===== config.mk =====
export PLATFORM = sky130hd
export DESIGN_NAME = sbx_div
export DESIGN_NICKNAME = d
export VERILOG_FILES = /design/src/hdl/sbx_pkg.sv /design/src/hdl/sbx_div.sv
export SDC_FILE = /design/constraint.sdc
export NUM_CORES = 2
export LEC_CHECK = 0
export BUFFER_PORTS_ARGS = -buffer_cell sky130_fd_sc_hd__buf_2
export CORE_MARGIN = 2
export CORE_UTILIZATION = 50
export DETAILED_ROUTE_END_ITERATION = 10
export GPL_ROUTABILITY_DRIVEN = 0
export GPL_TIMING_DRIVEN = 0
export PLACE_DENSITY_LB_ADDON = 0.3
export SLEW_MARGIN = 25
export SYNTH_ARGS = -nofsm -noshare
export SYNTH_HDL_FRONTEND = slang
export SYNTH_SLANG_ARGS = --single-unit

===== constraint.sdc =====
create_clock -name clock -period 16.5 [get_ports clock]
set_clock_uncertainty 0.2 [all_clocks]
set_input_delay 3.3 -clock clock [delete_from_list [all_inputs] [get_ports clock]]
set_output_delay 3.3 -clock clock [all_outputs]
set_load 0.02 [all_outputs]

===== src/hdl/sbx_pkg.sv =====
// Package for the swept box versus box hit-time block.
// Holds widths, time constants and the structs shared across modules.
`timescale 1ns / 1ps
package sbx_pkg;

   localparam int COORD_W    = 32;
   localparam int HALF_W     = 31;
   localparam int EDGE_W     = 33;
   localparam int GAP_W      = 34;
   localparam int MAG_W      = 33;
   localparam int QI_W       = 18;
   localparam int TIME_W     = 17;
   localparam int DIV_STAGES = 6;
   localparam int DIV_STEPS  = 3;
   localparam int NSTAGE     = 11;

   localparam logic [TIME_W-1:0] T_ONE = 17'd65536;
   localparam logic [TIME_W-1:0] T_SAT = 17'd65537;

   typedef struct packed {
      logic signed [COORD_W-1:0] mover_center_x;
      logic signed [COORD_W-1:0] mover_center_y;
      logic [HALF_W-1:0]         mover_half_x;
      logic [HALF_W-1:0]         mover_half_y;
      logic signed [COORD_W-1:0] mover_vel_x;
      logic signed [COORD_W-1:0] mover_vel_y;
      logic signed [COORD_W-1:0] other_center_x;
      logic signed [COORD_W-1:0] other_center_y;
      logic [HALF_W-1:0]         other_half_x;
      logic [HALF_W-1:0]         other_half_y;
      logic signed [COORD_W-1:0] other_vel_x;
      logic signed [COORD_W-1:0] other_vel_y;
   } req_type;

   typedef struct packed {
      logic miss;
      logic use_en;
      logic use_ex;
   } axis_flag_type;

   typedef struct packed {
      axis_flag_type             fx;
      axis_flag_type             fy;
      logic signed [COORD_W-1:0] mcx;
      logic signed [COORD_W-1:0] mcy;
      logic signed [COORD_W-1:0] mvx;
      logic signed [COORD_W-1:0] mvy;
   } ctx_type;

endpackage


===== src/hdl/sbx_div.sv =====
// Pipelined restoring divider: gap * 65536 / mag, saturated to 65537.
// Six stages of three quotient bits each. Depends on sbx_pkg.
`timescale 1ns / 1ps
module sbx_div (
   input  logic                                 clock,
   input  logic [sbx_pkg::DIV_STAGES-1:0]       en,
   input  logic [sbx_pkg::GAP_W-1:0]            gap,
   input  logic [sbx_pkg::MAG_W-1:0]            mag,
   output logic [sbx_pkg::TIME_W-1:0]           quot
);
   import sbx_pkg::*;

   logic [MAG_W-1:0] r_ff   [DIV_STAGES];
   logic [MAG_W-1:0] r_in   [DIV_STAGES];
   logic [MAG_W-1:0] m_ff   [DIV_STAGES];
   logic [MAG_W-1:0] m_in   [DIV_STAGES];
   logic [QI_W-1:0]  q_ff   [DIV_STAGES];
   logic [QI_W-1:0]  q_in   [DIV_STAGES];
   logic [1:0]       low_ff [DIV_STAGES];
   logic [1:0]       low_in [DIV_STAGES];
   logic             sat_ff [DIV_STAGES];
   logic             sat_in [DIV_STAGES];

   always_comb begin
      logic [MAG_W-1:0] pr;
      logic [MAG_W:0]   t;
      logic             b;
      int               i;
      for (int s = 0; s < DIV_STAGES; s++) begin
         if (s == 0) begin
            pr        = {1'b0, gap[GAP_W-1:2]};
            m_in[s]   = mag;
            q_in[s]   = '0;
            low_in[s] = gap[1:0];
            sat_in[s] = {1'b0, gap} >= {mag, 2'b00};
         end else begin
            pr        = r_ff[s-1];
            m_in[s]   = m_ff[s-1];
            q_in[s]   = q_ff[s-1];
            low_in[s] = low_ff[s-1];
            sat_in[s] = sat_ff[s-1];
         end
         for (int k = 0; k < DIV_STEPS; k++) begin
            i = QI_W - 1 - DIV_STEPS * s - k;
            b = (i == QI_W - 1) ? low_in[s][1] : ((i == QI_W - 2) ? low_in[s][0] : 1'b0);
            t = {pr, b};
            if (t >= {1'b0, m_in[s]}) begin
               t          = t - {1'b0, m_in[s]};
               q_in[s][i] = 1'b1;
            end
            pr = t[MAG_W-1:0];
         end
         r_in[s] = pr;
      end
   end

   always_ff @(posedge clock) begin
      for (int s = 0; s < DIV_STAGES; s++) begin
         if (en[s]) begin
            r_ff[s]   <= r_in[s];
            m_ff[s]   <= m_in[s];
            q_ff[s]   <= q_in[s];
            low_ff[s] <= low_in[s];
            sat_ff[s] <= sat_in[s];
         end
      end
   end

   assign quot = (sat_ff[DIV_STAGES-1] || (q_ff[DIV_STAGES-1] > {1'b0, T_SAT}))
                 ? T_SAT : q_ff[DIV_STAGES-1][TIME_W-1:0];

endmodule


Word level (Yosys, flattened, before mapping)
Memories as Yosys holds them, arrays and structs flattened.
Index checks and enable logic that the tools add are counted.
{ "word_totals": {"regBits": 0, "ram_bits": 510, "input_bits": 74, "out_inout_bits": 17, "elab_cells": 92, "mem_count": 4} }
{ "mem_list": {"columns": ["memory", "words", "width", "read_ports", "rd_clocked_by_memory_dff", "write_ports", "line_no", "rtl"], "rows": [
  ["m_ff", 6, 33, 5, 0, 6, "sbx_div.sv:15", "logic [MAG_W-1:0] m_ff [DIV_STAGES];"],
  ["r_ff", 6, 33, 5, 0, 6, "sbx_div.sv:13", "logic [MAG_W-1:0] r_ff [DIV_STAGES];"],
  ["q_ff", 6, 18, 6, 0, 6, "sbx_div.sv:17", "logic [QI_W-1:0] q_ff [DIV_STAGES];"],
  ["sat_ff", 6, 1, 6, 0, 6, "sbx_div.sv:21", "logic sat_ff [DIV_STAGES];"]
]} }
{ "classes": {"add_sub_neg": 18, "magnitude_cmp": 20, "muxes": 49, "reduce_logical": 1} }
{ "op_table": {"columns": ["cell", "n"], "rows": [
  ["$mux W33", 18],
  ["$sub A33 B33 Y33", 18],
  ["$ge A34 B33 Y1", 17],
  ["$ge A34 B35 Y1", 1],
  ["$ge A33 B33 Y1", 1],
  ["$mux W1", 30],
  ["$gt A18 B17 Y1 const B", 1],
  ["$mux W17", 1],
  ["$logic_or A1 B1 Y1", 1]
]} }

Depth between registers and ports, before layout
An unclocked memory read counts as a cell.
{ "depth": {"word_depth": 7, "ltp_mapped": 42, "ltp_nobuf": 38} }

Worst setup path before layout
Ideal clock, no wire load.
{ "synth_timing": {"path_type": "input port to flip-flop", "start": "in mag[7] in the netlist's numbering", "end": "mem r_ff[0][23], data pin", "setup_time_ns": 0.260, "arrival_time_ns": 11.738, "t_required_ns": 16.040, "setup_slack_ns": 4.303, "path_stages": 41, "n_path_buf": 6, "path_cell_list": "inv_1 ha_1 nand4_1 nor2_1 a21boi_0 nor3_1 nor2_1 a211oi_2 nor2_1 a31o_2 buf_2 clkbuf_1 mux2_2 ha_1 buf_2 a21o_1 and2_1 o41ai_1 [... 5 more ...] and4_1 buf_4 inv_4 buf_4 mux2_2 ha_1 nand2_1 o21ai_0 o21ai_0 o21ai_0 a21oi_1 o311ai_0 nand2_1 o21ai_0 a211oi_2 inv_2 buf_2 mux2_2"} }
{ "synth_rtl": {"columns": ["element", "line_no", "rtl"], "rows": [
  ["start: declaration", "sbx_div.sv:8", "input logic [sbx_pkg::MAG_W-1:0] mag,"],
  ["end: declaration", "sbx_div.sv:13", null]
]} }

==> flow_metrics.env <==
export IMPL_post_dp_hpwl_um=121500
export IMPL_tightest_slew_ns=0.9570
export IMPL_crit_path_end_kind="flip-flop"
export IMPL_drive_above_1_share_pct=10.38
export IMPL_yosysWarnings=0
export IMPL_design_core_area_mm2=0.09628
export IMPL_fp_dieW_um=315.1
export IMPL_required_ns=16.64
export IMPL_synth_cells=5607
export IMPL_synth_nets=6304
export IMPL_ctsResizeCount=0
export IMPL_grt_first_pass_wirelength_um=225500
export IMPL_antenna_left=0
export IMPL_hold_violations=0
export IMPL_initial_core_util_pct=50.26
export IMPL_cts_buffers=43
export IMPL_yosysTopAreaCell="edfxtp_1"
export IMPL_drc=0
export IMPL_htreeDepth=2
export IMPL_ys_seq_elements=399
export IMPL_synth_most_common_cell="ha_1"
export IMPL_gr_total_overflow=0
export IMPL_arrival_ns=14.77
export IMPL_grt_max_degree=60
export IMPL_crit_path_start_kind="input pin"
export IMPL_postSynthAreaPerCell_um2=8.631
export IMPL_grt_usage_pct=28.83
export IMPL_timing_setup_tns_ns=0
export IMPL_wirelength_um=147000
export IMPL_rows=114
export IMPL_io_buffers=90
export IMPL_register_area_mm2=0.01198
export IMPL_critical_path_slowest_cell="o311ai_0"
export IMPL_path_clk_slew_ns=0.06
export IMPL_drt_first_iter_violations=3828
export IMPL_cap_violations=0
export IMPL_hold_class="flip-flop to flip-flop"
export IMPL_multi_input_area_mm2=0.03451
export IMPL_synth_top_cells_by_area="edfxtp_1 25%, ha_1 16%, mux2_2 7.3%, a21oi_1 5.8%, xnor2_1 5.4%"
export IMPL_antenna_found_initial=4
export IMPL_syn2layout_area_growth_pct=7.560
export IMPL_status="complete, no violations"
export IMPL_seq_area_frac_synth_pct=24.76
export IMPL_grt_pass1_vias=40860
export IMPL_cts_hold_buffers=0
export IMPL_die_h_um=315.1
export IMPL_worstPathMaxFanout=10
export IMPL_synthArstFlopShare_pct=0
export IMPL_num_vias=43820
export IMPL_viasPerCell=6.209
export IMPL_io_pins=91
export IMPL_postCtsSetupBuffers=0
export IMPL_max_clock_freq_mhz=68.36
export IMPL_nets=6444
export IMPL_yosys_top_cells_count="615 x ha_1, 562 x a21oi_1, 422 x nor2_1, 401 x nand2_1, 399 x edfxtp_1"
export IMPL_grt_setup_unrepaired="no"
export IMPL_cts_tree="yes"
export IMPL_syn_area_mm2=0.04839
export IMPL_clkLatencyLatePin_ns=0.64
export IMPL_root_buffer="clkbuf_16"
export IMPL_cts_sinks=399
export IMPL_relSlewSlack_pct=35.36
export IMPL_critical_path_max_stage_delay_ns=0.62
export IMPL_fillers=8896
export IMPL_setup_violations_final=0
export IMPL_cts_buffer_depth=3
export IMPL_slew_viol_final=0
export IMPL_die_area_mm2=0.09929
export IMPL_wl_per_cell_um=20.83
export IMPL_synthFlopType="edfxtp_1"
export IMPL_synth_top_area_share_pct=24.76
export IMPL_fin_crit_ns=14.63
export IMPL_synth_distinct_cells=97
export IMPL_synth_enable_flop_cells=399
export IMPL_first_pass_iters=6
export IMPL_critical_path_class="input pin to flip-flop"
export IMPL_fin_crit_sh_pct=88.66
export IMPL_diodes=0
-- worst max-delay path: cells and delay by family --
kind / cells / cell delay, ns
compound gates: 15 / 4.69
fa+ha+maj: 3 / 1.03
simple gates: 11 / 2.57
mux: 3 / 1.12
buf+inv: 10 / 2.03
-- flip-flops by register name, indices dropped and copies added, names as in the netlist --
signal and cells:
r_ff 165, m_ff 165, sat_ff 6, q_ff 63
-- final cells by class --
class	instances	area share, %
Multi-Input combinational cell	4715	66.30
Timing Repair Buffer	95	1.154
Clock buffer	45	2.082
Sequential cell	399	23.02
Inverter	367	2.651
Buffer	126	1.014
Clock inverter	34	0.7139
Tap cell	1276	3.067
-- worst paths after layout --
path                    start  cells after the start  slack (ns)           to
setup reg to reg   m_ff[1][0]                     36        3.62  r_ff[2][31]
setup / recovery       mag[5]                     42        1.87  r_ff[0][30]
hold reg to reg   q_ff[4][11]                      0        0.21  q_ff[5][11]
hold / removal    q_ff[4][11]                      0        0.21  q_ff[5][11]
-- stage by stage --
stage | std cells | instance area, um^2 | hold WS (ns) | util [%] | setup slack (ns)
after floorplan | 5607 | 48390 | 0.2003 | - | 4.303
after global placement | 6973 | 50440 | 0.2012 | 52.39 | 1.617
after detailed placement | 6978 | 50590 | 0.2045 | 52.55 | 1.572
after CTS | 7057 | 52050 | 0.2179 | 54.06 | 2.157
after global routing | 7057 | 52050 | 0.2248 | 54.06 | 0.9009
final | 7057 | 52050 | 0.2149 | 54.06 | 1.872
-- cell families after synthesis --
| family | share of synthesized area, % |
|---|---|
| AO/OA/AOI/OAI | 24.05 |
| AND/OR/NAND/NOR | 14.70 |
| adder cells (fa/ha/maj) | 16.23 |
| buffers and inverters | 3.943 |
| XOR/XNOR | 8.163 |
| flip-flops | 24.76 |
| multiplexers | 8.150 |
-- routing by layer --
| layer | track usage [%] | up-vias | wire [um] |
|---|---|---|---|
| met3 | 3.960 | 329 | 10770 |
| met4 | 12.29 | 6 | 6635 |
| met5 | 0 | - | 46 |
| li1 | - | 21310 | - |
| met1 | 37.31 | 20610 | 61970 |
| met2 | 48.05 | 1570 | 67560 |
-- cell usage in the layout, fill, tap and decap left out, drive strengths merged, types with 25 or more instances in the layout --
| cell type | n |
|---|---|
| ha | 615 |
| a21oi | 562 |
| nor2 | 422 |
| nand2 | 401 |
| edfxtp | 399 |
| inv | 373 |
| o21ai | 353 |
| mux2 | 327 |
| xnor2 | 300 |
| a21o | 230 |
| xor2 | 151 |
| clkbuf | 137 |
| buf | 129 |
| nand3 | 123 |
| o21a | 97 |
| nor3 | 96 |
| a211oi | 75 |
| nand2b | 73 |
| nand4 | 73 |
| o21bai | 70 |
| nor2b | 61 |
| a31oi | 61 |
| and3 | 48 |
| o211ai | 45 |
| o31ai | 44 |
| and2 | 44 |
| or2 | 35 |
| nor4 | 28 |
| mux2i | 25 |
Power is not shown: default switching activity piles up to over one toggle a cycle in this logic, so the estimate is an artifact.
