### src/hdl/sbx_pkg.sv
// Package for the swept box versus box hit-time block.
// Holds widths, time constants and the structs shared across modules.
`timescale 1ns / 1ps
package sbx_pkg;

   localparam int COORD_W    = 32;
   localparam int HALF_W     = 31;
   localparam int EDGE_W     = 33;
   localparam int GAP_W      = 34;
   localparam int MAG_W      = 33;
   localparam int QI_W       = 18;
   localparam int TIME_W     = 17;
   localparam int DIV_STAGES = 6;
   localparam int DIV_STEPS  = 3;
   localparam int NSTAGE     = 11;

   localparam logic [TIME_W-1:0] T_ONE = 17'd65536;
   localparam logic [TIME_W-1:0] T_SAT = 17'd65537;

   typedef struct packed {
      logic signed [COORD_W-1:0] mover_center_x;
      logic signed [COORD_W-1:0] mover_center_y;
      logic [HALF_W-1:0]         mover_half_x;
      logic [HALF_W-1:0]         mover_half_y;
      logic signed [COORD_W-1:0] mover_vel_x;
      logic signed [COORD_W-1:0] mover_vel_y;
      logic signed [COORD_W-1:0] other_center_x;
      logic signed [COORD_W-1:0] other_center_y;
      logic [HALF_W-1:0]         other_half_x;
      logic [HALF_W-1:0]         other_half_y;
      logic signed [COORD_W-1:0] other_vel_x;
      logic signed [COORD_W-1:0] other_vel_y;
   } req_type;

   typedef struct packed {
      logic miss;
      logic use_en;
      logic use_ex;
   } axis_flag_type;

   typedef struct packed {
      axis_flag_type             fx;
      axis_flag_type             fy;
      logic signed [COORD_W-1:0] mcx;
      logic signed [COORD_W-1:0] mcy;
      logic signed [COORD_W-1:0] mvx;
      logic signed [COORD_W-1:0] mvy;
   } ctx_type;

endpackage

### src/hdl/sbx_setup.sv
// Front two stages: box edges and relative velocity, then slab gaps and flags.
// Depends on sbx_pkg.
`timescale 1ns / 1ps
module sbx_setup (
   input  logic                 clock,
   input  logic [1:0]           en,
   input  sbx_pkg::req_type     req,
   output sbx_pkg::ctx_type     ctx,
   output logic [33:0]          gap_en_x,
   output logic [33:0]          gap_ex_x,
   output logic [32:0]          mag_x,
   output logic [33:0]          gap_en_y,
   output logic [33:0]          gap_ex_y,
   output logic [32:0]          mag_y
);
   import sbx_pkg::*;

   typedef struct packed {
      logic signed [EDGE_W-1:0] bmin;
      logic signed [EDGE_W-1:0] bmax;
      logic signed [EDGE_W-1:0] amin;
      logic signed [EDGE_W-1:0] amax;
      logic signed [EDGE_W-1:0] v;
   } edge_type;

   typedef struct packed {
      axis_flag_type     f;
      logic [GAP_W-1:0]  gen;
      logic [GAP_W-1:0]  gex;
      logic [MAG_W-1:0]  mag;
   } slab_type;

   function automatic edge_type mk_edges(logic signed [COORD_W-1:0] bc,
                                         logic [HALF_W-1:0] bh,
                                         logic signed [COORD_W-1:0] ac,
                                         logic [HALF_W-1:0] ah,
                                         logic signed [COORD_W-1:0] bv,
                                         logic signed [COORD_W-1:0] av);
      edge_type e;
      e.bmin = $signed({bc[COORD_W-1], bc}) - $signed({2'b00, bh});
      e.bmax = $signed({bc[COORD_W-1], bc}) + $signed({2'b00, bh});
      e.amin = $signed({ac[COORD_W-1], ac}) - $signed({2'b00, ah});
      e.amax = $signed({ac[COORD_W-1], ac}) + $signed({2'b00, ah});
      e.v    = $signed({bv[COORD_W-1], bv}) - $signed({av[COORD_W-1], av});
      return e;
   endfunction

   function automatic logic [GAP_W-1:0] diff(logic signed [EDGE_W-1:0] x,
                                             logic signed [EDGE_W-1:0] y);
      logic signed [GAP_W-1:0] d;
      d = $signed({x[EDGE_W-1], x}) - $signed({y[EDGE_W-1], y});
      return d;
   endfunction

   function automatic slab_type mk_slab(edge_type e);
      slab_type s;
      logic [EDGE_W-1:0] nv;
      s.f   = '0;
      s.gen = '0;
      s.gex = '0;
      nv    = -e.v;
      s.mag = e.v[EDGE_W-1] ? nv : e.v;
      if (e.v == '0) begin
         s.f.miss = (e.bmax < e.amin) || (e.bmin > e.amax);
      end else if (e.v[EDGE_W-1]) begin
         s.f.miss   = e.bmax < e.amin;
         s.f.use_en = e.amax < e.bmin;
         s.gen      = diff(e.bmin, e.amax);
         s.f.use_ex = e.bmax > e.amin;
         s.gex      = diff(e.bmax, e.amin);
      end else begin
         s.f.miss   = e.bmin > e.amax;
         s.f.use_en = e.bmax < e.amin;
         s.gen      = diff(e.amin, e.bmax);
         s.f.use_ex = e.amax > e.bmin;
         s.gex      = diff(e.amax, e.bmin);
      end
      return s;
   endfunction

   edge_type ex_ff, ey_ff, ex_in, ey_in;
   ctx_type  ca_ff, ca_in, cb_ff, cb_in;
   slab_type sx_ff, sy_ff, sx_in, sy_in;

   always_comb begin
      ex_in     = mk_edges(req.mover_center_x, req.mover_half_x, req.other_center_x,
                           req.other_half_x, req.mover_vel_x, req.other_vel_x);
      ey_in     = mk_edges(req.mover_center_y, req.mover_half_y, req.other_center_y,
                           req.other_half_y, req.mover_vel_y, req.other_vel_y);
      ca_in     = '0;
      ca_in.mcx = req.mover_center_x;
      ca_in.mcy = req.mover_center_y;
      ca_in.mvx = req.mover_vel_x;
      ca_in.mvy = req.mover_vel_y;
      sx_in     = mk_slab(ex_ff);
      sy_in     = mk_slab(ey_ff);
      cb_in     = ca_ff;
      cb_in.fx  = sx_in.f;
      cb_in.fy  = sy_in.f;
   end

   always_ff @(posedge clock) begin
      if (en[0]) begin
         ex_ff <= ex_in;
         ey_ff <= ey_in;
         ca_ff <= ca_in;
      end
      if (en[1]) begin
         sx_ff <= sx_in;
         sy_ff <= sy_in;
         cb_ff <= cb_in;
      end
   end

   assign ctx      = cb_ff;
   assign gap_en_x = sx_ff.gen;
   assign gap_ex_x = sx_ff.gex;
   assign mag_x    = sx_ff.mag;
   assign gap_en_y = sy_ff.gen;
   assign gap_ex_y = sy_ff.gex;
   assign mag_y    = sy_ff.mag;

endmodule

### config.mk
export PLATFORM = sky130hd
export DESIGN_NAME = sbx_setup
export DESIGN_NICKNAME = d
export VERILOG_FILES = /design/src/hdl/sbx_pkg.sv /design/src/hdl/sbx_setup.sv
export SDC_FILE = /design/constraint.sdc
export NUM_CORES = 2
export LEC_CHECK = 0
export BUFFER_PORTS_ARGS = -buffer_cell sky130_fd_sc_hd__buf_2
export CAP_MARGIN = 15
export CORE_AREA = 3 3 344 346
export CTS_CLUSTER_DIAMETER = 200
export DETAILED_ROUTE_END_ITERATION = 6
export DIE_AREA = 0 0 347 349
export GPL_ROUTABILITY_DRIVEN = 0
export MAX_ROUTING_LAYER = met4
export PLACE_DENSITY = 0.71
export SYNTH_ARGS = -nofsm -noshare
export SYNTH_HDL_FRONTEND = slang
export SYNTH_SLANG_ARGS = --single-unit
### constraint.sdc
create_clock -name clock -period 6 [get_ports clock]
set_input_delay 0.9 -clock clock [delete_from_list [all_inputs] [get_ports clock]]
set_output_delay 0.9 -clock clock [all_outputs]
set_load 0.005 [all_outputs]
---- After elaboration in Yosys (flattened, before gate mapping) ----
Cells that the tools add are included.
word-level totals
  bits of input ports ..................... 383
  output and inout bits ................... 336
  bits in registers ....................... 794
  logic and storage cells ................. 72
operators by class
  reductions and logical operators ........ 4
  add/sub/neg operators ................... 20
  order comparisons ....................... 10
  muxes and demuxes ....................... 6
operators by type and width
  kind                            count
  subtractor 33 x 33 -> 34 bit    8
  greater-than comparator 33 bit  6
  subtractor 32 x 32 -> 33 bit    6
  2-to-1 mux 71 bit               2
  adder 32 x 32 -> 33 bit         4
  less-than comparator 33 bit     4
  zero test 33 bit                2
  negator 33 bit                  2
  2-to-1 mux 32 bit               2
  logical OR 1 bit                2
  2-to-1 mux 1 bit                2

---- Logic depth before layout (Yosys ltp) ----
  depth in word-level cells ............... 3
  mapped depth ............................ 15
  gate-level depth less buffers ........... 15

---- Worst setup path after synthesis ----
OpenSTA, ideal clock, no wires.
  path type ............................... flip-flop to flip-flop
  from .................................... register ex_ff[8] (netlist bit)
  to ...................................... register sx_ff, in the netlist gap_en_x[11], data pin
  clock period less this slack ............ 3842 ps
  data arrival time ....................... 3576 ps
  setup slack ............................. 2158 ps
  cell stages (with the launch flop) ...... 14
  required time ........................... 5734 ps
  cell sequence ........................... edfxtp_1 -> or4_4 -> nor4_4 -> nand2b_2 -> or2_4 -> or3_4 -> or2_4 -> nand2b_4 -> nor3_1 -> ha_1 -> clkbuf_1 -> buf_1 -> buf_1 -> nor2_1
on the way
  longest elaborated chain between the ends .. 1
ends and longest elaborated chain
  item                    RTL line          text
  from (decl)             sbx_setup.sv:81   edge_type ex_ff, ey_ff, ex_in, ey_in;
  from (signal assigned)  sbx_setup.sv:104  ex_ff <= ex_in;
  zero test 33 bit        sbx_setup.sv:63   if (e.v == '0) begin
  to (signal assigned)    sbx_setup.sv:109  sx_ff <= sx_in;
  to (decl)               sbx_setup.sv:83   slab_type sx_ff, sy_ff, sx_in, sy_in;
Every way passes these cells.
A chain may end at the register's enable or synchronous reset.

---- Final worst setup path ----
  from .................................... register ey_ff[12] (netlist bit)
  to ...................................... register sy_ff, in the netlist gap_ex_y[29], data pin
on the way
  longest elaborated chain between the ends .. 1
ends and longest elaborated chain
  item                    RTL line          text
  from (decl)             sbx_setup.sv:81
  from (signal assigned)  sbx_setup.sv:105  ey_ff <= ey_in;
  zero test 33 bit        sbx_setup.sv:63
  to (signal assigned)    sbx_setup.sv:110  sy_ff <= sy_in;
  to (decl)               sbx_setup.sv:83
Every way passes these cells.

==> flow_summary.yaml <==
outcome:
  status: "complete, but fails checks"
  violations: "DRC"
clocking:
  cts_setup_buffers: 0
  cts_tree: "done"
  cts_buffer_depth: 3
  clk_latency_ns: 0.68
  clk_pin_slew_ns: 0.06
  cts_max_level: 3
  cts_resized: 0
  cts_hold_buffers: 0
  clockRootBuffer: "clkbuf_16"
  numCtsBuffers: 89
  cts_sinks: 788
worst_setup_path:
  path_max_fanout: 25
  cpPeakStageDelay_ns: 0.90
  crit_slowest_cell: "nand2_1"
  crit_path_cell_trace: "or4_1 > nor4_1 > nand2b_1 > nor3_1 > nand3b_1 > nor4_1 > ha_2 > inv_1 > nand2_1 > o31ai_1 > a41o_1 > or3_1"
  timing.rr.end: "gap_ex_y[29]"
  reg2reg_depth: 12
  r2r-start: "ey_ff[12]"
  startpoint_type: "flip-flop"
  endpoint_kind: "flip-flop"
  cpMostUsedCell: "nor4_1"
  cp_data_arrival_time_ns: 5.19
  cp_top_family: "simple AND/OR/NAND/NOR gates"
  worst-path-buf-inv: 1
  crit_type: "reg -> reg"
  r2r_slack_ns: 1.22
  crit_required_ns: 6.41
layout:
  drive_gt1_frac: 0.140
  design_area_mm2: 0.0655
  num-fill-cells: 10100
  final_cell_count_no_fill: 8208
  layout-area-overhead-vs-synth_pct: 13.7
  fin_nets: 7564
  fin_util: 0.566
routing:
  drcViolationCount: 1
  drt_first_pass_iters: 7
  num_vias: 48600
  wl_per_cell_um: 22.1
  avgViaCountPerCell: 5.92
  drt_iter0_drc: 5862
  drtAntennaViolNets: 0
  drt-total-wl_mm: 181
logic_synthesis:
  synth_compound_area_frac: 0.194
  synth_top_family_by_area: "compound AO/OA/AOI/OAI gates"
  synthCells: 5994
  seq_area_frac_synth: 0.411
  synth_edf_count: 788
  yosysWarnings: 0
  syn_area_per_cell_um2: 9.61
  synth_area_mm2: 0.0576
  synth_xor_area_frac: 0.0818
  synthAdderAreaFrac: 0.132
  yosys_register_bits: 788
  synthMuxAreaShare: 0.00317
  synth-simple-area-share: 0.119
  synth_flop_cell: "edfxtp_1"
  async_reset_ff_frac: 0
  yosysUniqueCellTypes: 92
  synth_fp_nets: 6975
grt:
  antenna_found_initial: 34
  first_global_vias: 45600
  track_usage: 0.297
  met2_usage: 0.424
  grtUsageMet3: 0.0687
  grt_pass1_wl_mm: 271
  grt_max_degree: 114
  gr-total-overflow: 0
  grt_most_used_layer: "met2"
  grt_use_met1: 0.417
timing:
  setup_tns_ns: 0
  period_minus_slack_ns: 4.78
  hold_slack_ns: 0.406
  setup_slack_ns: 1.22
  slew_headroom: 0.260
  maxSlewViolCount: 0
  max_freq_ghz: 0.209
  hold_viol: 0
  tightest_slew_ns: 1.11
  finalCritPeriodShare: 0.797
  finalClockSkew_ns: 0.0346
  setup_viol: 0
  rsz0062_at_grt: "false"
floorplanning:
  die_h_um: 349
  placeableCoreArea_mm2: 0.116
  initial_utilization: 0.498
  die-area_mm2: 0.121
  die-width_um: 347
  io_pins: 719
  core.rowCount: 125
power:
  p_leak_nw: 28.6
  peakVddDrop_uv: 229
  p_per_area_mw_per_mm2: 347
  p_total_mw: 22.7
worst_hold_path:
  hold_end: "ctx[59]"
  worstHoldStart: "ca_ff[59]"
  whs_path_depth: 0
  hold_class: "reg -> reg"
place:
  pre_cts_ws_ns: 1.22
  io_buffers: 718
  place_area_mm2: 0.0625
  dp_cells: 8016
  dp_hpwl_mm: 146
flow_run:
  max_cap_viol_count: 0
## final cells by class
cell class,instances,area [um2],area share
well taps,1524,1910,0.0291
clock inverters,61,658,0.0100
multi-input cells,4300,30500,0.466
inverters,663,2490,0.0380
diodes,28,70.1,0.00107
repair buffers,741,3850,0.0588
clock buffers,103,2320,0.0355
flip-flops and latches,788,23700,0.361
## sequential cells by signal, summed over array words and instances (netlist names)
name / count
ex_ff: 163
ey_ff: 163
ctx: 134
ca_ff: 128
gap_en_x: 34
gap_en_y: 34
gap_ex_x: 33
gap_ex_y: 33
mag_x: 33
mag_y: 33
## kinds of logic (layout without fill, tap and decap cells)
| family | Yosys count | count (layout) |
|---|---|---|
| multiplexers | 18 | 18 |
| AO/OA/AOI/OAI | 1737 | 1737 |
| flip-flops | 788 | 788 |
| other | 0 | 28 |
| buffers and inverters | 906 | 1568 |
| AND/OR/NAND/NOR | 1409 | 1409 |
| XOR/XNOR | 538 | 538 |
| adder cells (fa/ha/maj) | 598 | 598 |
## metal layers
metal / vias to the layer above / part of all wire
met3: 380 / 0.11
met4: 0 / 0.035
met2: 2642 / 0.42
met5: - / 0
li1: 22700 / -
met1: 22900 / 0.44
## cells in the final DEF (no fill, tap or decap), types with 83 or more instances in the layout
cell type	instances
a21o_1	197
nand2_1	282
ha_1	578
o21bai_1	116
nor2_1	455
inv_1	659
edfxtp_1	788
clkbuf_16	91
buf_2	716
o21ai_0	280
a21oi_1	582
xor2_1	118
nand2b_1	90
xnor2_1	420
o21a_1	83
nor3_1	126
## power breakdown
part / internal [mW] / switching, mW / leakage, nW
clock network: 3.27 / 2.32 / 1.46
registers: 7.35 / 0.682 / 7.73
logic: 3.46 / 5.67 / 19.4
## cell usage after synthesis (all sizes together) (18+ instances only)
cell type  count  area (um2)
a211oi        57         433
fa            18         360
inv          659        2470
nor2         455        1710
o21a          83         623
o41ai         20         175
nand4         64         400
a31oi         41         257
and3          30         188
o21bai       116         871
o31ai         52         404
a21oi        582        2910
nor2b         69         432
or3           45         287
or2           25         161
a21o         197        1480
a221oi        19         173
edfxtp       788       23700
o211ai        23         173
xnor2        420        3680
a21boi        23         173
nor4          38         253
ha           580        7260
buf           46         200
o21ai        282        1410
and2          38         238
xor2         118        1030
nand2b        92         586
nor3         127         641
o22ai         50         313
nand3         81         405
nand2        282        1060
clkbuf       197         741
## worst max path at each step
stage                     slack, ns  cells after the start  startpoint      endpoint
after floorplan                2.16                     13    ex_ff[8]  gap_en_x[11]
after global placement         1.33                     12    req[103]     ex_ff[62]
after detailed placement       1.22                     12    req[103]     ex_ff[62]
after CTS                      1.36                     15    ey_ff[0]  gap_ex_y[29]
after global routing           0.91                     12   ey_ff[12]  gap_ex_y[29]
final                          1.22                     12   ey_ff[12]  gap_ex_y[29]
No activity file was read; power rests on OpenSTA's default activity.
