[config.mk]
export PLATFORM = sky130hd
export DESIGN_NAME = sbx_contact
export DESIGN_NICKNAME = d
export VERILOG_FILES = /design/src/hdl/sbx_pkg.sv /design/src/hdl/sbx_contact.sv
export SDC_FILE = /design/constraint.sdc
export NUM_CORES = 2
export LEC_CHECK = 0
export BUFFER_PORTS_ARGS = -buffer_cell sky130_fd_sc_hd__buf_4
export CELL_PAD_IN_SITES_DETAIL_PLACEMENT = 1
export CELL_PAD_IN_SITES_GLOBAL_PLACEMENT = 1
export CORE_AREA = 3 3 431 433
export CTS_BUF_LIST = sky130_fd_sc_hd__clkbuf_16
export DETAILED_ROUTE_END_ITERATION = 7
export DIE_AREA = 0 0 434 436
export PLACE_DENSITY = 0.53
export SYNTH_ARGS = -nofsm -noshare
export SYNTH_HDL_FRONTEND = slang
export SYNTH_SLANG_ARGS = --single-unit
[constraint.sdc]
create_clock -name clock -period 8.9 [get_ports clock]
set_input_delay 0.89 -clock clock [delete_from_list [all_inputs] [get_ports clock]]
set_output_delay 0.89 -clock clock [all_outputs]
set_load 0.03 [all_outputs]
[src/hdl/sbx_pkg.sv]
// Package for the swept box versus box hit-time block.
// Holds widths, time constants and the structs shared across modules.
`timescale 1ns / 1ps
package sbx_pkg;

   localparam int COORD_W    = 32;
   localparam int HALF_W     = 31;
   localparam int EDGE_W     = 33;
   localparam int GAP_W      = 34;
   localparam int MAG_W      = 33;
   localparam int QI_W       = 18;
   localparam int TIME_W     = 17;
   localparam int DIV_STAGES = 6;
   localparam int DIV_STEPS  = 3;
   localparam int NSTAGE     = 11;

   localparam logic [TIME_W-1:0] T_ONE = 17'd65536;
   localparam logic [TIME_W-1:0] T_SAT = 17'd65537;

   typedef struct packed {
      logic signed [COORD_W-1:0] mover_center_x;
      logic signed [COORD_W-1:0] mover_center_y;
      logic [HALF_W-1:0]         mover_half_x;
      logic [HALF_W-1:0]         mover_half_y;
      logic signed [COORD_W-1:0] mover_vel_x;
      logic signed [COORD_W-1:0] mover_vel_y;
      logic signed [COORD_W-1:0] other_center_x;
      logic signed [COORD_W-1:0] other_center_y;
      logic [HALF_W-1:0]         other_half_x;
      logic [HALF_W-1:0]         other_half_y;
      logic signed [COORD_W-1:0] other_vel_x;
      logic signed [COORD_W-1:0] other_vel_y;
   } req_type;

   typedef struct packed {
      logic miss;
      logic use_en;
      logic use_ex;
   } axis_flag_type;

   typedef struct packed {
      axis_flag_type             fx;
      axis_flag_type             fy;
      logic signed [COORD_W-1:0] mcx;
      logic signed [COORD_W-1:0] mcy;
      logic signed [COORD_W-1:0] mvx;
      logic signed [COORD_W-1:0] mvy;
   } ctx_type;

endpackage

[src/hdl/sbx_contact.sv]
// Back three stages: interval merge and hit, velocity times time, contact point.
// Depends on sbx_pkg.
`timescale 1ns / 1ps
module sbx_contact (
   input  logic                              clock,
   input  logic [2:0]                        en,
   input  sbx_pkg::ctx_type                  ctx,
   input  logic [sbx_pkg::TIME_W-1:0]        q_en_x,
   input  logic [sbx_pkg::TIME_W-1:0]        q_ex_x,
   input  logic [sbx_pkg::TIME_W-1:0]        q_en_y,
   input  logic [sbx_pkg::TIME_W-1:0]        q_ex_y,
   output logic                              hit,
   output logic [sbx_pkg::TIME_W-1:0]        entry_time,
   output logic signed [sbx_pkg::COORD_W-1:0] contact_x,
   output logic signed [sbx_pkg::COORD_W-1:0] contact_y
);
   import sbx_pkg::*;

   localparam int PROD_W = COORD_W + TIME_W + 1;

   function automatic logic signed [COORD_W-1:0] place(logic signed [COORD_W-1:0] c,
                                                       logic signed [PROD_W-1:0] p);
      logic signed [COORD_W+2:0] sum;
      logic signed [COORD_W+2:0] hi;
      logic signed [COORD_W+2:0] lo;
      sum = $signed({{3{c[COORD_W-1]}}, c}) + $signed(p[PROD_W-1:16]);
      hi  = $signed({3'b000, 1'b0, {(COORD_W-1){1'b1}}});
      lo  = $signed({3'b111, 1'b1, {(COORD_W-1){1'b0}}});
      if (sum > hi) return hi[COORD_W-1:0];
      if (sum < lo) return lo[COORD_W-1:0];
      return sum[COORD_W-1:0];
   endfunction

   logic                       hit_c_ff, hit_c_in, hit_d_ff, hit_ff, hit_in;
   logic [TIME_W-1:0]          tf_c_ff, tf_c_in, tf_d_ff, tf_ff, tf_in, tl;
   logic signed [COORD_W-1:0]  mcx_c_ff, mcy_c_ff, mvx_c_ff, mvy_c_ff;
   logic signed [COORD_W-1:0]  mcx_d_ff, mcy_d_ff, cx_ff, cy_ff, cx_in, cy_in;
   logic signed [PROD_W-1:0]   px_ff, py_ff, px_in, py_in;

   always_comb begin
      tf_c_in = '0;
      tl      = T_ONE;
      if (ctx.fx.use_en && q_en_x > tf_c_in) tf_c_in = q_en_x;
      if (ctx.fy.use_en && q_en_y > tf_c_in) tf_c_in = q_en_y;
      if (ctx.fx.use_ex && q_ex_x < tl) tl = q_ex_x;
      if (ctx.fy.use_ex && q_ex_y < tl) tl = q_ex_y;
      hit_c_in = !ctx.fx.miss && !ctx.fy.miss && (tf_c_in <= tl);
   end

   assign px_in = mvx_c_ff * $signed({1'b0, tf_c_ff});
   assign py_in = mvy_c_ff * $signed({1'b0, tf_c_ff});

   assign hit_in = hit_d_ff;
   assign tf_in  = hit_d_ff ? tf_d_ff : '0;
   assign cx_in  = hit_d_ff ? place(mcx_d_ff, px_ff) : '0;
   assign cy_in  = hit_d_ff ? place(mcy_d_ff, py_ff) : '0;

   always_ff @(posedge clock) begin
      if (en[0]) begin
         hit_c_ff <= hit_c_in;
         tf_c_ff  <= tf_c_in;
         mcx_c_ff <= ctx.mcx;
         mcy_c_ff <= ctx.mcy;
         mvx_c_ff <= ctx.mvx;
         mvy_c_ff <= ctx.mvy;
      end
      if (en[1]) begin
         hit_d_ff <= hit_c_ff;
         tf_d_ff  <= tf_c_ff;
         mcx_d_ff <= mcx_c_ff;
         mcy_d_ff <= mcy_c_ff;
         px_ff    <= px_in;
         py_ff    <= py_in;
      end
      if (en[2]) begin
         hit_ff <= hit_in;
         tf_ff  <= tf_in;
         cx_ff  <= cx_in;
         cy_ff  <= cy_in;
      end
   end

   assign hit        = hit_ff;
   assign entry_time = tf_ff;
   assign contact_x  = cx_ff;
   assign contact_y  = cy_ff;

endmodule

Word-level counts from Yosys, hierarchy flattened
Cells that the tools add are included. Widths: inputs -> output; s select.

Register bits after elaboration: 410. Output and inout port bits: 82. Word-level logic and storage cells: 55.

Multipliers: 2. $add $sub $neg: 2. Reductions and logical operators: 8. $lt $le $gt $ge: 9. Multiplexer cells: 18.

Operator list (count): $mux 32 (8); $mul 32x18->50 (2); $add 32x34->35 (2); $gt 35x32->1 const B (2); $lt 35x32->1 const B (2); $mux 17 (4); $gt 17x1->1 const B (1); $gt 17x17->1 (1); $le 17x17->1 (1); $lt 17x17->1 (1); $lt 17x17->1 const B (1); $logic_and 1x1->1 (6); $mux 1 (6); $logic_not 1->1 (2).

Longest topological paths before layout
Depth after elaboration: 8. Mapped depth: 29. Depth with buffers taken out: 26.

Worst setup path before layout
No wires, ideal clock.

Path kind: reg2reg. From: register tf_c_ff[3]. To: register px_ff[44], data pin. Setup slack: 2.185 ns. Cell stages (with the launch flop): 26. Data arrival time: 6.455 ns. Library setup time: 0.260 ns. Data required time: 8.640 ns. Cell sequence: edfxtp_1 clkbuf_1 clkbuf_1 nand2_1 fa_1 inv_1 fa_1 inv_1 fa_1 inv_1 fa_1 fa_1 inv_1 fa_1 inv_1 ha_1 a21o_1 a21o_1 a21o_1 a211oi_1 a21o_1 o211ai_2 a221o_1 a31o_2 a221oi_2 xnor2_1.

Word-level cells in the longest chain between the ends: 1.

RTL lines: start: declaration (line sbx_contact.sv:35) `logic [TIME_W-1:0] tf_c_ff, tf_c_in, tf_d_ff, tf_ff, tf_in, tl;`; start signal: assignment (line sbx_contact.sv:61) `tf_c_ff <= tf_c_in;`; $mul 32x18->50 (line sbx_contact.sv:50) `assign px_in = mvx_c_ff * $signed({1'b0, tf_c_ff});`; via px_in[44] (line sbx_contact.sv:38) `logic signed [PROD_W-1:0] px_ff, py_ff, px_in, py_in;`; end signal: assignment (line sbx_contact.sv:72) `px_ff <= px_in;`; end: declaration (line sbx_contact.sv:38).

The timed path passes the listed nets, and every way through them passes these cells. A chain may end at the register's enable or synchronous reset.

Final worst setup path
From: register mvy_c_ff[7]. To: register py_ff[49], data pin.

Word-level cells in the longest chain between the ends: 1.

RTL lines: start: declaration (line sbx_contact.sv:36) `logic signed [COORD_W-1:0] mcx_c_ff, mcy_c_ff, mvx_c_ff, mvy_c_ff;`; start signal: assignment (line sbx_contact.sv:65) `mvy_c_ff <= ctx.mvy;`; $mul 32x18->50 (line sbx_contact.sv:51) `assign py_in = mvy_c_ff * $signed({1'b0, tf_c_ff});`; via py_in[49] (line sbx_contact.sv:38); end signal: assignment (line sbx_contact.sv:73) `py_ff <= py_in;`; end: declaration (line sbx_contact.sv:38).

The timed path passes the listed nets, and every way through them passes these cells.

==> results.rst <==
.. list-table::
   :header-rows: 1

   * - Metric
     - Value
   * - Sink Count
     - 378
   * - Critical path class
     - reg2reg
   * - Top-level port count
     - 288
   * - Clock Latency Late Sink
     - 0.71 ns
   * - Flip-flop and latch count after synthesis
     - about 380
   * - Final Util
     - 0.335
   * - Most common cell in the netlist
     - inv_1
   * - Initial drt markers
     - between 1500 and 2000
   * - Clock tree skew after final layout
     - about 0.081 ns
   * - Met2 Wirelength
     - around 84000 µm
   * - End of the worst hold path
     - mvx_c_ff[18]$_DFFE_PP_
   * - Maximum cell stage delay along the critical path
     - around 0.94 ns
   * - GRT overflow
     - 0
   * - Postcts setup bufs
     - 0
   * - Top cell type's share of synthesized area
     - 0.382
   * - Sequential element share of the synthesized area
     - 0.208
   * - Effective utilization at floorplan
     - 0.299
   * - Number of antenna-violating nets in the routed design
     - 0
   * - Clock buffer count from CTS
     - slightly above 50
   * - Maximum fanout encountered on the critical timing path
     - 17
   * - Largest net degree at the start of global routing
     - 66
   * - DR WL met3
     - approximately 5500 µm
   * - Count of flip-flops with a built-in enable after synthesis
     - approximately 380
   * - Total routing usage reported by global routing
     - 0.176
   * - Port bufs
     - approximately 290
   * - Hold Crit Start
     - ctx[50]
   * - Worst endpoint data arrival time
     - between 8 and 9 ns
   * - Fraction of final layout cells with drive strength greater than 1
     - 0.0849
   * - Worst R2R Path Depth
     - 23
   * - Final Wtd Congestion
     - roughly 0.82
   * - Worst R2R Start
     - mvy_c_ff[7]$_DFFE_PP_
   * - Fin Setup TNS
     - 0 ns
   * - Wire length on met1
     - 69100 µm
   * - Maxcap violations
     - 0
   * - Number of antenna violations at the first check in global routing
     - 8
   * - Post-route minimum period
     - approximately 7.8 ns
   * - Total wirelength of the detailed-routed design
     - roughly 160000 µm
   * - Clock tree from TritonCTS
     - done
   * - Global-route wire length before repair
     - approximately 260000 µm
   * - Final-report setup violation count
     - 0
   * - Quantity of gates resized following cts
     - 0
   * - Period Utilization, post-route
     - 0.875
   * - Category of the worst setup path capture point
     - flop
   * - Worst Hold Path Cells
     - 1
   * - Area of the die
     - 189000 µm²
   * - Ranking of synthesized cells by area
     - fa_1, edfxtp_1, inv_1
   * - Library cell appearing most often on the critical path
     - fa_1
   * - Slew headroom
     - 0.0524
   * - Cell count after synthesis
     - between 5000 and 6000
   * - Avg WL per Cell
     - about 20 µm
   * - Fin nets
     - 7297
   * - Filler cell count in the final layout
     - 20600
   * - Library cells used by synthesis
     - 86
   * - Clk slew on worst S/H paths
     - 0.06 ns
   * - Max Root-Sink Buffers
     - 3
   * - Residual DRC count
     - 0
   * - Highest achievable clock rate
     - ~130 MHz
   * - CP cell instances
     - nand2_1 > fa_1 > inv_1 > fa_1 > inv_1 > fa_1 > inv_1 > fa_1 > fa_1 > inv_1 > fa_1 > inv_1 > ha_1 > nand4_1 > nor4_1 > o211a_1 > a211o_1 > o2111ai_1 > a211oi_1 > a21oi_1 > o21ai_0 > nor2_1 > xnor2_1
   * - Vias per std cell
     - roughly 4.6
   * - Transition at the pin with the smallest max-transition slack
     - between 1 and 1.5 ns
   * - Area growth from synthesis to layout
     - 12.2%
   * - Vias in the first global route
     - between 40000 and 50000
   * - Required time of the worst setup path
     - roughly 9.3 ns
   * - Sum of net half-perimeters after detailed placement
     - between 100000 and 150000 µm
   * - DIE WIDTH
     - between 400 and 500 µm
   * - Kind of start point of the critical path
     - flop
   * - Cell with the largest stage delay on the worst path
     - edfxtp_1
   * - Setup slack on the worst flop-to-flop path
     - roughly 1.1 ns
   * - Net Count, Synth
     - ~7100
   * - Most used flip-flop cell after synthesis
     - edfxtp_1
   * - CTS root buf
     - clkbuf_16
   * - Hold/Removal Path Class
     - in2reg
   * - Setup repair after global routing missed its margin
     - no
   * - Cell taking the most area after synthesis
     - fa_1
   * - Post-synthesis instance area
     - ~55000 µm²
   * - Total core area
     - roughly 180000 µm²
   * - Ys async rst share
     - 0
   * - Worst reg2reg endpoint
     - py_ff[49]$_DFFE_PP_
   * - Status
     - finished, final reports clean
   * - Detailed-router iteration count before antenna repair
     - 5
   * - Uppermost layer routed
     - met5
   * - Synth Area per Inst
     - between 9 and 10 µm²
   * - Cell row count
     - between 150 and 200
   * - Height of the die
     - 436 µm
   * - Total number of vias
     - 37500
   * - CTS H-tree depth
     - 2
   * - Yosys warnings
     - 0
   * - Number of max-slew violations in the final report
     - 0
   * - Post-synth top cells
     - inv_1, fa_1, nand2_1, edfxtp_1, and2_1
   * - Fin. Hold Viols
     - 0
   * - Hold-fix buffers, CTS
     - 0
-- worst max-delay path, delay by kind of cell (launching register included) --
| kind | cells | cell delay [ns] |
|---|---|---|
| adder cells (fa/ha/maj) | 7 | 3.41 |
| AO/OA/AOI/OAI | 6 | 1.93 |
| flip-flops | 1 | 0.94 |
| AND/OR/NAND/NOR | 4 | 0.86 |
| buffers and inverters | 5 | 0.25 |
| XOR/XNOR | 1 | 0.13 |
-- area by class of cell --
cell class,instances,area (µm²),share of cell area
antenna,5,12.5,0.000205
tap,2385,2980,0.0488
sequential,378,11400,0.186
multi-input combinational,3532,37000,0.605
inverter,1376,5160,0.0844
timing repair buffer,364,2890,0.0473
clock buffer,52,1300,0.0213
clock inverter,43,469,0.00767
-- sequential cells by signal (all words and copies together) (netlist names) --
signal,cells
mvx_c_ff,32
hit_d_ff,1
entry_time,17
tf_d_ff,17
mvy_c_ff,32
mcy_c_ff,32
mcx_c_ff,32
tf_c_ff,17
mcy_d_ff,32
py_ff,34
hit_c_ff,1
mcx_d_ff,32
contact_y,32
hit,1
px_ff,34
contact_x,32
-- cell families after synthesis --
logic type / Yosys count / share of synthesized area
AOI/OAI and AO/OA: 518 / 0.0622
and+or+nand+nor: 1455 / 0.125
muxes: 36 / 0.00698
DFF: 378 / 0.208
buffers and inverters: 1627 / 0.114
xor gates and xnor gates: 135 / 0.0217
adders and majority gates: 1388 / 0.462
-- cell usage in the layout, fill, tap and decap left out, types with 6 or more instances in the layout --
cell type  synthesis  routed
xnor2_1           83      83
or3_1              6       6
nand2_1          844     844
bufinv_16          0       8
o211ai_1          11      11
clkinv_2           0       7
nor2b_1           20      20
ha_1             348     348
a31oi_1           21      21
o21ai_0          100     100
and2_1           365     365
nor3_1            15      15
inv_1           1376    1387
a21o_1            77      77
fa_1            1040    1040
nor2_1            73      73
o21a_1            59      59
o21bai_1          20      20
nand4_1           25      25
mux2_2            16      16
edfxtp_1         378     378
nor4_1             7       7
and3_1            16      16
buf_12             0      12
mux2i_1           20      20
nand2b_1          25      25
clkbuf_16          0      52
xor2_1            52      52
buf_4              6     350
and4_1             6       6
a211oi_1          13      13
nand3_1           31      31
a21oi_1          140     140
-- per-stage QoR --
step	instances	hold WS, ns	instance area [µm²]	worst slack, ns
final	8135	0.361	61200	1.12
after global routing	8131	0.293	61200	0.682
after CTS	8130	0.265	61100	1.11
after detailed placement	8035	0.405	59400	1.15
after global placement	8035	0.402	59400	1.21
after floorplan	5537	0.400	54500	2.18
-- layer usage --
layer | up-vias | global-route usage
li1 | 17100 | -
met1 | 19900 | 0.222
met2 | 426 | 0.321
met3 | 100 | 0.0240
met4 | 4 | 0.0301
met5 | - | 0
-- worst max path at each step --
stage	start	end	slack, ns	cells past startpoint
2_1_floorplan	tf_c_ff[3]$_DFFE_PP_	px_ff[44]$_DFFE_PP_	2.18	25
3_3_place_gp	mvy_c_ff[7]$_DFFE_PP_	py_ff[49]$_DFFE_PP_	1.21	23
3_5_place_dp	mvy_c_ff[7]$_DFFE_PP_	py_ff[49]$_DFFE_PP_	1.15	23
4_1_cts	mvy_c_ff[7]$_DFFE_PP_	py_ff[49]$_DFFE_PP_	1.11	23
5_1_grt	mvy_c_ff[7]$_DFFE_PP_	py_ff[49]$_DFFE_PP_	0.68	23
6_report	mvy_c_ff[7]$_DFFE_PP_	py_ff[49]$_DFFE_PP_	1.12	23
Power is not shown: default switching activity piles up to over one toggle a cycle in this logic, so the estimate is an artifact.
